===== config.mk =====
export PLATFORM = sky130hd
export DESIGN_NAME = mosaic_descriptor_parser_top_flat
export DESIGN_NICKNAME = d
export VERILOG_FILES = /design/src/mdp_pkg.sv /design/src/mdp_stream_if.sv /design/src/mosaic_descriptor_parser_top.sv /design/src/mdp_step.sv /design/src/flat_wrapper.sv
export SDC_FILE = /design/constraint.sdc
export NUM_CORES = 1
export LEC_CHECK = 0
export CORE_AREA = 2 2 67 69
export CTS_CLUSTER_DIAMETER = 120
export DETAILED_ROUTE_END_ITERATION = 10
export DIE_AREA = 0 0 69 71
export DONT_BUFFER_PORTS = 1
export PLACE_DENSITY = 0.52
export RECOVER_POWER = 50
export SETUP_SLACK_MARGIN = 0.15
export SYNTH_ARGS = -nofsm -noshare
export SYNTH_HDL_FRONTEND = slang
export SYNTH_SLANG_ARGS = --single-unit

===== constraint.sdc =====
create_clock -name clk -period 2.4 [get_ports clk]
set_input_delay 0.24 -clock clk [delete_from_list [all_inputs] [get_ports clk]]
set_output_delay 0.24 -clock clk [all_outputs]
set_load 0.02 [all_outputs]

===== src/mdp_pkg.sv =====
package mdp_pkg;

	// Field phase of the byte parser.
	typedef enum logic [3:0] {
		PH_IDLE   = 4'd0,
		PH_LEN    = 4'd1,
		PH_LAYOUT = 4'd2,
		PH_CELL   = 4'd3,
		PH_PRES   = 4'd4,
		PH_COUNT  = 4'd5,
		PH_ELEM   = 4'd6,
		PH_LINK   = 4'd7,
		PH_IDS    = 4'd8
	} phase_t;

	// Kind of a result transaction.
	typedef enum logic [1:0] {
		KIND_HEADER = 2'd0,
		KIND_ELEM   = 2'd1,
		KIND_CELL   = 2'd2,
		KIND_TRUNC  = 2'd3
	} kind_t;

	// Cell linkage codes that carry id bytes.
	localparam logic [7:0] LINK_BOUQUET = 8'h01;
	localparam logic [7:0] LINK_TS_A    = 8'h02;
	localparam logic [7:0] LINK_TS_B    = 8'h03;
	localparam logic [7:0] LINK_EVENT   = 8'h04;

	// Number of id bytes that follow each linkage code.
	localparam logic [3:0] IDS_BOUQUET = 4'd2;
	localparam logic [3:0] IDS_TS      = 4'd6;
	localparam logic [3:0] IDS_EVENT   = 4'd8;

	typedef struct packed {
		logic [7:0] data_byte;
		logic       start_of_descriptor;
	} mdp_in_t;

	typedef struct packed {
		logic [1:0]  record_kind;
		logic [6:0]  mosaic_layout;
		logic [5:0]  cell_id;
		logic [2:0]  presentation_info;
		logic [7:0]  linkage_code;
		logic [7:0]  element_count;
		logic [15:0] bouquet_id;
		logic [15:0] network_id;
		logic [15:0] stream_id;
		logic [15:0] service_number;
		logic [15:0] event_number;
		logic        descriptor_end;
	} mdp_out_t;

endpackage


===== src/mdp_stream_if.sv =====
// Valid/ready channel with a typed payload.
interface mdp_stream_if #(parameter type T = logic);
	logic valid;
	logic ready;
	T     data;

	modport source (output valid, output data, input ready);
	modport sink (input valid, input data, output ready);
endinterface


===== src/mosaic_descriptor_parser_top.sv =====
// Channel  Modport  Payload    Moves per transaction
// desc     sink     mdp_in_t   one descriptor byte with its start mark
// rec      source   mdp_out_t  one parsed result (header, element, cell, truncation)
//
// Each byte is parsed in the cycle it is accepted; its result, if any, appears
// in the output register in the next cycle. One byte per cycle is sustained
// while no result is stalled; the single output register holds a stalled result.
// Reset clears the parser to idle and empties the output register.
// desc.ready drops only while a result waits and rec.ready is low.
module mosaic_descriptor_parser_top (
	input logic          clk,
	input logic          arst_n,
	mdp_stream_if.sink   desc,
	mdp_stream_if.source rec
);

	logic              take;
	logic              res_valid;
	mdp_pkg::mdp_out_t res;
	logic              rec_valid_q;
	mdp_pkg::mdp_out_t rec_q;

	assign desc.ready = !rec_valid_q || rec.ready;
	assign take       = desc.valid && desc.ready;

	mdp_step u_step (
		.clk       (clk),
		.arst_n    (arst_n),
		.take      (take),
		.item      (desc.data),
		.res_valid (res_valid),
		.res       (res)
	);

	// Output register valid flag.
	always_ff @(posedge clk or negedge arst_n) begin
		if (!arst_n) begin
			rec_valid_q <= 1'b0;
		end else if (take) begin
			rec_valid_q <= res_valid;
		end else if (rec.ready) begin
			rec_valid_q <= 1'b0;
		end
	end

	// Output register payload.
	always_ff @(posedge clk) begin
		if (take && res_valid) begin
			rec_q <= res;
		end
	end

	assign rec.valid = rec_valid_q;
	assign rec.data  = rec_q;

endmodule


===== src/mdp_step.sv =====
// Parser state and the per-byte update. The result of an accepted byte is
// presented combinationally for the output register of the top level.
module mdp_step (
	input  logic             clk,
	input  logic             arst_n,
	input  logic             take,
	input  mdp_pkg::mdp_in_t item,
	output logic             res_valid,
	output mdp_pkg::mdp_out_t res
);

	mdp_pkg::phase_t phase_q, phase_n;
	logic [7:0]  bytes_q, bytes_n;
	logic [6:0]  layout_q, layout_n;
	logic [5:0]  cell_q, cell_n;
	logic [2:0]  pres_q, pres_n;
	logic [7:0]  count_q, count_n;
	logic [7:0]  elem_q, elem_n;
	logic [7:0]  link_q, link_n;
	logic [3:0]  lbl_q, lbl_n;
	logic [63:0] shift_q, shift_n;

	logic [7:0]  b;
	logic [7:0]  bl;
	logic        last;
	logic [6:0]  lay;
	logic [3:0]  need;
	logic [3:0]  lbl_dec;
	logic [63:0] shift_in;
	logic        do_rec;
	logic        do_trunc;
	logic [7:0]  rec_code;
	logic [63:0] rec_shift;

	assign b        = item.data_byte;
	assign bl       = bytes_q - 8'd1;
	assign last     = (bl == 8'd0);
	assign lay      = {b[7], b[6:4], b[2:0]};
	assign lbl_dec  = lbl_q - 4'd1;
	assign shift_in = {shift_q[55:0], b};

	// Id bytes that follow a linkage code.
	always_comb begin
		case (b)
			mdp_pkg::LINK_BOUQUET: need = mdp_pkg::IDS_BOUQUET;
			mdp_pkg::LINK_TS_A,
			mdp_pkg::LINK_TS_B:    need = mdp_pkg::IDS_TS;
			mdp_pkg::LINK_EVENT:   need = mdp_pkg::IDS_EVENT;
			default:               need = 4'd0;
		endcase
	end

	// Next state and result for one accepted byte.
	always_comb begin
		phase_n   = phase_q;
		bytes_n   = bytes_q;
		layout_n  = layout_q;
		cell_n    = cell_q;
		pres_n    = pres_q;
		count_n   = count_q;
		elem_n    = elem_q;
		link_n    = link_q;
		lbl_n     = lbl_q;
		shift_n   = shift_q;
		res_valid = 1'b0;
		res       = '0;
		res.mosaic_layout = layout_q;
		do_rec    = 1'b0;
		do_trunc  = 1'b0;
		rec_code  = link_q;
		rec_shift = shift_q;

		if (take) begin
			if (item.start_of_descriptor) begin
				phase_n  = mdp_pkg::PH_LEN;
				bytes_n  = 8'd0;
				layout_n = 7'd0;
				cell_n   = 6'd0;
				pres_n   = 3'd0;
				count_n  = 8'd0;
				elem_n   = 8'd0;
				link_n   = 8'd0;
				lbl_n    = 4'd0;
				shift_n  = 64'd0;
			end else begin
				case (phase_q)
					mdp_pkg::PH_LEN: begin
						bytes_n = b;
						if (b == 8'd0) begin
							do_trunc = 1'b1;
						end else begin
							phase_n = mdp_pkg::PH_LAYOUT;
						end
					end
					mdp_pkg::PH_LAYOUT: begin
						bytes_n  = bl;
						layout_n = lay;
						res_valid = 1'b1;
						res.record_kind    = mdp_pkg::KIND_HEADER;
						res.mosaic_layout  = lay;
						res.descriptor_end = last;
						phase_n = last ? mdp_pkg::PH_IDLE : mdp_pkg::PH_CELL;
					end
					mdp_pkg::PH_CELL: begin
						bytes_n = bl;
						cell_n  = b[7:2];
						if (last) do_trunc = 1'b1;
						else phase_n = mdp_pkg::PH_PRES;
					end
					mdp_pkg::PH_PRES: begin
						bytes_n = bl;
						pres_n  = b[2:0];
						if (last) do_trunc = 1'b1;
						else phase_n = mdp_pkg::PH_COUNT;
					end
					mdp_pkg::PH_COUNT: begin
						bytes_n = bl;
						count_n = b;
						elem_n  = b;
						if (last) do_trunc = 1'b1;
						else phase_n = (b != 8'd0) ? mdp_pkg::PH_ELEM : mdp_pkg::PH_LINK;
					end
					mdp_pkg::PH_ELEM: begin
						bytes_n = bl;
						if (last) begin
							do_trunc = 1'b1;
						end else begin
							elem_n = elem_q - 8'd1;
							if (elem_q == 8'd1) phase_n = mdp_pkg::PH_LINK;
							res_valid = 1'b1;
							res.record_kind = mdp_pkg::KIND_ELEM;
							res.cell_id     = b[5:0];
						end
					end
					mdp_pkg::PH_LINK: begin
						bytes_n  = bl;
						link_n   = b;
						rec_code = b;
						if (need == 4'd0) begin
							do_rec = 1'b1;
						end else if (last) begin
							do_trunc = 1'b1;
						end else begin
							lbl_n   = need;
							shift_n = 64'd0;
							phase_n = mdp_pkg::PH_IDS;
						end
					end
					mdp_pkg::PH_IDS: begin
						bytes_n   = bl;
						shift_n   = shift_in;
						lbl_n     = lbl_dec;
						rec_shift = shift_in;
						if (lbl_dec == 4'd0) do_rec = 1'b1;
						else if (last) do_trunc = 1'b1;
					end
					default: begin
						// Idle: bytes without a start mark are dropped.
					end
				endcase

				// A completed logical cell.
				if (do_rec) begin
					res_valid = 1'b1;
					res.record_kind       = mdp_pkg::KIND_CELL;
					res.cell_id           = cell_q;
					res.presentation_info = pres_q;
					res.linkage_code      = rec_code;
					res.element_count     = count_q;
					res.descriptor_end    = last;
					if (rec_code == mdp_pkg::LINK_BOUQUET) begin
						res.bouquet_id = rec_shift[15:0];
					end else if (rec_code == mdp_pkg::LINK_TS_A ||
							rec_code == mdp_pkg::LINK_TS_B) begin
						res.network_id     = rec_shift[47:32];
						res.stream_id      = rec_shift[31:16];
						res.service_number = rec_shift[15:0];
					end else if (rec_code == mdp_pkg::LINK_EVENT) begin
						res.network_id     = rec_shift[63:48];
						res.stream_id      = rec_shift[47:32];
						res.service_number = rec_shift[31:16];
						res.event_number   = rec_shift[15:0];
					end
					cell_n  = 6'd0;
					pres_n  = 3'd0;
					count_n = 8'd0;
					elem_n  = 8'd0;
					link_n  = 8'd0;
					lbl_n   = 4'd0;
					shift_n = 64'd0;
					phase_n = last ? mdp_pkg::PH_IDLE : mdp_pkg::PH_CELL;
				end

				// Descriptor ended inside a cell, or had zero length.
				if (do_trunc) begin
					res_valid = 1'b1;
					res.record_kind    = mdp_pkg::KIND_TRUNC;
					res.descriptor_end = 1'b1;
					phase_n = mdp_pkg::PH_IDLE;
				end
			end
		end
	end

	// Parser state registers.
	always_ff @(posedge clk or negedge arst_n) begin
		if (!arst_n) begin
			phase_q  <= mdp_pkg::PH_IDLE;
			bytes_q  <= 8'd0;
			layout_q <= 7'd0;
			cell_q   <= 6'd0;
			pres_q   <= 3'd0;
			count_q  <= 8'd0;
			elem_q   <= 8'd0;
			link_q   <= 8'd0;
			lbl_q    <= 4'd0;
			shift_q  <= 64'd0;
		end else begin
			phase_q  <= phase_n;
			bytes_q  <= bytes_n;
			layout_q <= layout_n;
			cell_q   <= cell_n;
			pres_q   <= pres_n;
			count_q  <= count_n;
			elem_q   <= elem_n;
			link_q   <= link_n;
			lbl_q    <= lbl_n;
			shift_q  <= shift_n;
		end
	end

endmodule


===== src/flat_wrapper.sv =====
// flat-port wrapper written by rule: the top's interface ports become plain ports
module mosaic_descriptor_parser_top_flat 
  (clk, arst_n, desc_valid, desc_data, desc_ready, rec_valid, rec_data, rec_ready);
  mdp_stream_if desc_i ();
  mdp_stream_if rec_i ();
  input logic clk;
  input logic arst_n;
  input wire logic [$bits(desc_i.valid)-1:0] desc_valid;
  input wire logic [$bits(desc_i.data)-1:0] desc_data;
  output wire logic [$bits(desc_i.ready)-1:0] desc_ready;
  output wire logic [$bits(rec_i.valid)-1:0] rec_valid;
  output wire logic [$bits(rec_i.data)-1:0] rec_data;
  input wire logic [$bits(rec_i.ready)-1:0] rec_ready;
  assign desc_i.valid = desc_valid;
  assign desc_i.data = desc_data;
  assign desc_ready = desc_i.ready;
  assign rec_valid = rec_i.valid;
  assign rec_data = rec_i.data;
  assign rec_i.ready = rec_ready;
  mosaic_descriptor_parser_top u_core (.clk(clk), .arst_n(arst_n), .desc(desc_i), .rec(rec_i));
endmodule

==> results of run 1 <==
-- through the flow --
stage	hold slack (ns)	cell area, um2
global placement	-0.0551	1360
detailed placement	-0.0551	1360
CTS	0.135	1430
global route	0.128	1460
floorplan	-0.0556	1300
finish	0.136	1460
-- what timing repair did --
action,CTS,global route
pin swaps,0,2
cloned,0,0
resized for setup,1,0
setup buffers,0,4
setup endpoints to repair,4,5
hold endpoints to repair,20,0
hold buffers,1,0
-- registers in the layout (all words and copies together) (netlist names) --
name and flops:
u_core.rec.valid 1, u_core.u_step.elem_q 8, u_core.rec.data 1, u_core.u_step.bytes_q 8
u_core.u_step.phase_q 3
-- layout make-up --
| class | count | area share [%] |
|---|---|---|
| multi-input cells | 103 | 48.6 |
| flip-flops and latches | 21 | 36.4 |
| repair buffers | 9 | 4.81 |
| well taps | 52 | 4.46 |
| clock buffers | 3 | 2.83 |
| inverters | 10 | 2.58 |
| clock inverters | 1 | 0.343 |
-- logic make-up after synthesis --
family | Yosys count
multiplexers | 1
XOR/XNOR | 6
buffers and inverters | 15
adder cells (fa/ha/maj) | 4
AO/OA/AOI/OAI | 39
flip-flops | 21
AND/OR/NAND/NOR | 53
-- report_power, final --
| part | internal (mW) | leakage [nW] | switching (mW) |
|---|---|---|---|
| clock | 0.116 | 0.0255 | 0.124 |
| combinational | 0.462 | 0.326 | 0.567 |
| sequential | 0.503 | 0.273 | 0.199 |
-- placed cells by master, fill, tap and decap left out, types with 3 or more instances in the layout --
cell type / n
sky130_fd_sc_hd__nor4_1: 3
sky130_fd_sc_hd__o21ai_0: 11
sky130_fd_sc_hd__nor2b_1: 3
sky130_fd_sc_hd__clkbuf_8: 3
sky130_fd_sc_hd__buf_4: 8
sky130_fd_sc_hd__xnor2_1: 4
sky130_fd_sc_hd__ha_1: 4
sky130_fd_sc_hd__a21oi_1: 5
sky130_fd_sc_hd__nand2_1: 8
sky130_fd_sc_hd__nor2_1: 25
sky130_fd_sc_hd__dfrtp_1: 20
sky130_fd_sc_hd__inv_1: 10
-- path summary, 6_finish.rpt --
kind / to / depth (start not counted)
min reg2reg: u_core.u_step.bytes_q[0]$_DFFE_PN0P_ / 1
max reg2reg: u_core.u_step.elem_q[0]$_DFFE_PN0P_ / 9
max in group asynchronous: u_core.u_step.bytes_q[4]$_DFFE_PN0P_ / 1
min: u_core.u_step.phase_q[0]$_DFFE_PN0P_ / 1
min in group asynchronous: u_core.u_step.phase_q[2]$_DFFE_PN0P_ / 1
max: u_core.u_step.elem_q[0]$_DFFE_PN0P_ / 9
-- metal layers --
metal | GRT usage [%] | vias up | wire (um)
li1 | - | 513 | -
met1 | 15.6 | 510 | 1280
met2 | 19.7 | 17 | 1250
met3 | 2.14 | 4 | 83
met4 | 3.49 | 0 | 38
met5 | 0 | - | 0
==> summary.txt, run 1 <==
Yosys
  – Xor/xnor share of the synthesized area: between 4 and 5%
  – Most frequent cells after synthesis: 25 x sky130_fd_sc_hd__nor2_1, 20 x sky130_fd_sc_hd__dfrtp_1, 11 x sky130_fd_sc_hd__o21ai_0
  – Post-synthesis instance total: roughly 140
  – Total standard cell area after synthesis: around 1300 um2
  – Share of async-settable or async-resettable flops after synthesis: 95.2%
  – Ranking of synthesized cells by area: sky130_fd_sc_hd__dfrtp_1 39%, sky130_fd_sc_hd__nor2_1 7.2%, sky130_fd_sc_hd__o21ai_0 4.2%
  – Most instantiated flip-flop cell in the synthesis netlist: sky130_fd_sc_hd__dfrtp_1
  – Count of state elements after synthesis: 21
  – Synthesized-area fraction occupied by and/or/nand/nor cells: 21.9%
  – Seq/Total Area, Yosys: between 40% and 50%
  – Yosys cell types: 44
  – Adder-Cell Fraction of Synth Area: between 3 and 4%
  – Fraction of synthesized area in multiplexers: less than 1%
  – Number of synthesized flops with an enable pin: 1
  – Main combinational cell family by area after synthesis: compound AO/OA/AOI/OAI gates
  – Post-synthesis compound-gate area fraction: 22.9%
  – Mapped Nets: around 150
  – Most common cell in the synthesized netlist: sky130_fd_sc_hd__nor2_1
  – Top cell type's share of synthesized area: around 39%
  – Cell type with the largest total area after synthesis: sky130_fd_sc_hd__dfrtp_1
  – Mean Syn Cell Area: between 9 and 10 um2
  – Number of synthesis warnings: 0

Worst hold path
  – Hold Path Origin: desc_data
  – HP Class: input port to flip-flop

Route
  – Residual antenna-violating net count after detailed routing: 0
  – Drt total wl: about 2600 um
  – Number of iterations in the first detailed-routing pass: 6
  – Number of vias per cell: ~5.2
  – Remaining design rule violation count: 0
  – Violation count after the first detailed-routing iteration: roughly 100
  – Routed via count: ~1000
  – Detailed-route wire length per cell: between 10 and 15 um

Timing
  – Worst-case headroom to the max-slew limit: a little over a third
  – Post-route clock period utilization: just over 90%
  – Actual transition at the worst max-transition pin: 0.960 ns
  – Shortest period the worst path allows: 2.18 ns
  – Max Clock Skew: about 0.0054 ns
  – Number of failing setup endpoints in the final timing report: 0
  – Setup tns final: 0 ns
  – Final slew viol count: 0
  – RSZ-0062 raised after global routing: true
  – Slack of the critical path: around 0.22 ns
  – Fmax: approximately 460 MHz
  – Hold Vio Cnt, Final: 0

Global routing
  – Global route total overflow: 0
  – Overall global routing resource usage: between 10% and 20%
  – Initial antenna violation count: 0
  – Number of global-route vias before repair: between 1000 and 1500
  – Maximum number of pins on one net before global-route repair: 21
  – First-pass GRT wire length: 4740 um

Clocking
  – Clock Tree Root: sky130_fd_sc_hd__clkbuf_8
  – Clock transition at the registers of the reported paths: 0.09 ns
  – Maximum clock insertion buffer count: 2
  – Number of sinks handled by clock tree synthesis: 21
  – Total number of H-tree levels: 1
  – Clock Latency Late Sink: ~0.26 ns
  – TritonCTS buffer count: 3
  – TritonCTS clock tree: yes

Power and ir drop
  – Power per standard cell area: 1350 nW/um2
  – Final total power: around 2 mW
  – Lkg Pwr: 0.624 nW
  – Worst-case vdd ir drop: 420 uV

Final layout
  – Total inserted antenna cells: 0
  – Post-route insts no fill: between 150 and 200
  – Multi-input logic area: just over 700 um2
  – Fill cells: between 400 and 500
  – Final net count: around 160
  – Finished Core Util: 34.7%
  – Share of post-route cells with drive strength above 1: between 10% and 20%
  – Layout-stage area growth over the synthesis result: 12.3%
  – Storage element area: between 500 and 600 um2

Setup path
  – CP Launch Point: u_core.u_step.bytes_q[1]$_DFFE_PN0P_
  – Buffering stage count on the worst path with inverters included: 3
  – Critical path cell sequence: inv_1 > ha_1 > xor2_1 > nor3_4 > buf_4 > a211oi_4 > buf_4 > nor2_1 > a22o_2
  – Largest delay contributor family on the critical path: compound AO/OA/AOI/OAI gates
  – Slowest stage cell on the critical path: sky130_fd_sc_hd__dfrtp_1
  – Critical path class: flip-flop to flip-flop
  – CP peak stage delay: 0.43 ns
  – Critical path endpoint category: flip-flop
  – Startpoint class of the critical path: flip-flop
  – Highest fanout seen on the critical path: 9
  – Crit Reg-Reg Startpoint: u_core.u_step.bytes_q[1]$_DFFE_PN0P_
  – Data arrival at the endpoint of the critical path: around 2.3 ns
  – Required arrival time at the worst endpoint: between 2 and 3 ns
  – Crit-path most repeated cell: sky130_fd_sc_hd__buf_4
  – R2R Setup Slk: roughly 0.22 ns

Status
  – Status: finished clean

Job
  – Max_cap viols: 0

Place
  – Worst setup timing slack at the placement stage: between 0.05 and 0.06 ns
  – Number of buffers inserted by port buffering: 0
  – RD Place Congestion: between 0.7 and 0.8
  – Total instance count after detailed placement: between 150 and 200
  – Post-DP HPWL: roughly 1900 um

Floorplan
  – Initial cell density of the core: between 30% and 40%
  – Number of standard-cell rows in the floorplan: 24
  – Area of the placeable core: between 4000 and 5000 um2
  – Ports placed on the boundary: 8
  – Die Outline Area: approximately 4900 um2
  – Die Span Y: roughly 70 um
  – Overall die width: ~69 um
No activity file was read; power rests on OpenSTA's default activity.
==> run 2: changes to the inputs <==
==> constraint.sdc (replaced) <==
create_clock -name clk -period 2.8 [get_ports clk]
set_input_delay 0.28 -clock clk [delete_from_list [all_inputs] [get_ports clk]]
set_output_delay 0.28 -clock clk [all_outputs]
set_load 0.02 [all_outputs]
==> run 2 against run 1 <==
  * Combinational power shrank 20%
  * First-iteration DRC count shrank 11%
  * Global-route usage fell by 0.26 points
  * Core utilization is 1.2 points lower
  * Sequential cell count unchanged
  * Sequential power fell by 13%
  * Critical path depth shrank 3
  * Sequential share of layout area up 1.4 points
  * Highest routed layer unchanged
==> summary.txt, run 2 (same netlist as run 1, synthesis figures left out) <==
Global routing
  – Number of global-route vias before repair: 1021 (-0.58%)
  – Global route total overflow: 0 (unchanged)
  – Maximum number of pins on one net before global-route repair: 21 (unchanged)
  – Initial antenna violation count: 0 (unchanged)
  – Overall global routing resource usage: 11.5% (-0.26 points)
  – First-pass GRT wire length: 4660 um (-1.6%)

Timing
  – Worst-case headroom to the max-slew limit: 36.7% (+0.92 points)
  – Fmax: 466 MHz (+1.7%)
  – Final slew viol count: 0 (unchanged)
  – Max Clock Skew: 0.00302 ns (-0.00239 ns)
  – Slack of the critical path: 0.654 ns (+0.437 ns)
  – RSZ-0062 raised after global routing: false
  – Setup tns final: 0 ns (unchanged)
  – Actual transition at the worst max-transition pin: 0.946 ns (-0.0138 ns)
  – Hold slack: 0.185 ns (+0.0486 ns)
  – Post-route clock period utilization: 76.6% (-14 points)
  – Shortest period the worst path allows: 2.15 ns (-0.0373 ns)
  – Hold Vio Cnt, Final: 0 (unchanged)
  – Number of failing setup endpoints in the final timing report: 0 (unchanged)

Clocking
  – Total number of H-tree levels: 1 (unchanged)
  – Clock Tree Root: sky130_fd_sc_hd__clkbuf_8
  – TritonCTS buffer count: 3 (unchanged)
  – Clock Latency Late Sink: 0.26 ns (about the same)
  – TritonCTS clock tree: yes
  – Clock transition at the registers of the reported paths: 0.08 ns (about the same)
  – Post-CTS resize count: 0 (-1)
  – Number of sinks handled by clock tree synthesis: 21 (unchanged)
  – Maximum clock insertion buffer count: 2 (unchanged)

Setup path
  – Critical path endpoint category: flip-flop
  – Highest fanout seen on the critical path: 6 (-3)
  – Data arrival at the endpoint of the critical path: 2.09 ns (-0.25 ns)
  – Critical path class: flip-flop to flip-flop
  – R2r worst-path depth: 6 (-3)
  – Crit Reg-Reg Startpoint: u_core.u_step.bytes_q[1]$_DFFE_PN0P_
  – RR Endpoint: u_core.rec.data$_SDFFCE_PP0P_
  – Startpoint class of the critical path: flip-flop
  – Required arrival time at the worst endpoint: 2.75 ns (+0.19 ns)
  – R2R Setup Slk: 0.65 ns (+0.44 ns)

Route
  – Residual antenna-violating net count after detailed routing: 0 (unchanged)
  – Number of iterations in the first detailed-routing pass: 4 (-2)
  – Violation count after the first detailed-routing iteration: 91 (-11%)
  – Remaining design rule violation count: 0 (unchanged)
  – Drt total wl: 2620 um (-1.2%)
  – Routed via count: 995 (-4.7%)
  – Detailed-route wire length per cell: 13.5 um (+1.9%)
  – Number of vias per cell: 5.16 (-1.7%)

Floorplan
  – Initial cell density of the core: 30.9% (unchanged)
  – Overall die width: 69 um (unchanged)
  – Ports placed on the boundary: 8 (unchanged)
  – Die Span Y: 71 um (unchanged)
  – Die Outline Area: 4900 um2 (unchanged)
  – Area of the placeable core: 4200 um2 (unchanged)
  – Number of standard-cell rows in the floorplan: 24 (unchanged)

Worst hold path
  – HP Class: input port to flip-flop
  – Cell depth of the worst hold path: 1 (unchanged)
  – Destination of the worst hold path: u_core.u_step.phase_q[0]$_DFFE_PN0P_
  – Hold Path Origin: desc_data

Final layout
  – Leading cell types in the layout, fill and taps excluded: 25 x sky130_fd_sc_hd__nor2_1, 20 x sky130_fd_sc_hd__dfrtp_1, 11 x sky130_fd_sc_hd__o21ai_0
  – Top Registers: u_core.u_step.bytes_q: 8 flops, u_core.u_step.elem_q: 8 flops, u_core.u_step.phase_q: 3 flops
  – Share of post-route cells with drive strength above 1: 14.9% (-3.5 points)
  – Post-route insts no fill: 193 (-3.0%)
  – Total inserted antenna cells: 0 (unchanged)
  – Most common cell after layout, fill and taps aside: sky130_fd_sc_hd__nor2_1
  – Final net count: 151 (-3.8%)
  – Layout-stage area growth over the synthesis result: 8.29%

Power and ir drop
  – Lkg Pwr: 0.591 nW (-5.2%)
  – Final total power: 1.63 mW (-17%)
  – Power per standard cell area: 1160 nW/um2 (-14%)
  – Worst-case vdd ir drop: 308 uV (-27%)

Place
  – Worst setup timing slack at the placement stage: 0.669 ns (+0.610 ns)
  – Post-DP HPWL: 1900 um (-1.6%)
  – RD Place Congestion: 0.784 (+5.1%)
  – Number of buffers inserted by port buffering: 0 (unchanged)
  – Total instance count after detailed placement: 188 (-1.1%)

Job
  – Max_cap viols: 0 (unchanged)

Status
  – Status: finished clean
run 2: cell count changes in the layout (fill, tap and decap cells not counted):
| cell | before | now |
|---|---|---|
| sky130_fd_sc_hd__a211oi_4 | 1 | 0 |
| sky130_fd_sc_hd__buf_4 | 8 | 2 |
| sky130_fd_sc_hd__a211oi_2 | 2 | 3 |
run 2: critical path, cell delays in order, from the launching register on:
cell                       delay [ns]
sky130_fd_sc_hd__dfrtp_1         0.43
sky130_fd_sc_hd__inv_1           0.09
sky130_fd_sc_hd__ha_1            0.13
sky130_fd_sc_hd__or4b_4          0.47
sky130_fd_sc_hd__nor3_4          0.23
sky130_fd_sc_hd__a31oi_1         0.15
sky130_fd_sc_hd__a221oi_2        0.34
run 2: how the worst max path moves through the flow:
stage,from,to,slack [ns],depth (start not counted)
after global placement,u_core.u_step.bytes_q[1]$_DFFE_PN0P_,u_core.rec.data$_SDFFCE_PP0P_,0.72,6
final,u_core.u_step.bytes_q[1]$_DFFE_PN0P_,u_core.rec.data$_SDFFCE_PP0P_,0.65,6
after floorplan,u_core.u_step.bytes_q[1]$_DFFE_PN0P_,u_core.rec.data$_SDFFCE_PP0P_,0.80,6
after detailed placement,u_core.u_step.bytes_q[1]$_DFFE_PN0P_,u_core.rec.data$_SDFFCE_PP0P_,0.67,6
after global routing,u_core.u_step.bytes_q[1]$_DFFE_PN0P_,u_core.u_step.elem_q[6]$_DFFE_PN0P_,0.52,8
after CTS,u_core.u_step.bytes_q[1]$_DFFE_PN0P_,u_core.u_step.elem_q[4]$_DFFE_PN0P_,0.65,8
run 2: cell type report:
type / count / area, um2
clock inverter: 1 / 5.00
multi-input combinational: 103 / 701
inverter: 10 / 37.5
sequential: 21 / 531
tap: 52 / 65.1
fill: 449 / 2800
clock buffer: 3 / 41.3
timing repair buffer: 3 / 25.0
run 2: what timing repair did:
action / 4_1_cts / 5_1_grt
hold buffers: 1 / 0
hold endpoints to repair: 20 / 0
setup buffers: 0 / 0
run 2: per-layer routing:
metal  up-vias  routed length, um  track usage (%)
met2        13               1220             19.7
met5         -                  0                0
li1        500                  -                -
met3         2                 76             2.14
met4         0                 17             3.27
met1       480               1300             14.9
run 2: where the power goes:
part / internal [mW] / switching, mW / total [mW]
clock network: 0.0991 / 0.102 / 0.201
registers: 0.431 / 0.180 / 0.611
logic: 0.364 / 0.456 / 0.820
run 2: stage by stage:
| stage | util [%] | instance area [um2] |
|---|---|---|
| after global placement | 32.1 | 1350 |
| after CTS | 33.4 | 1410 |
| after global routing | 33.4 | 1410 |
| after detailed placement | 32.1 | 1350 |
| after floorplan | - | 1300 |
| final | 33.4 | 1410 |
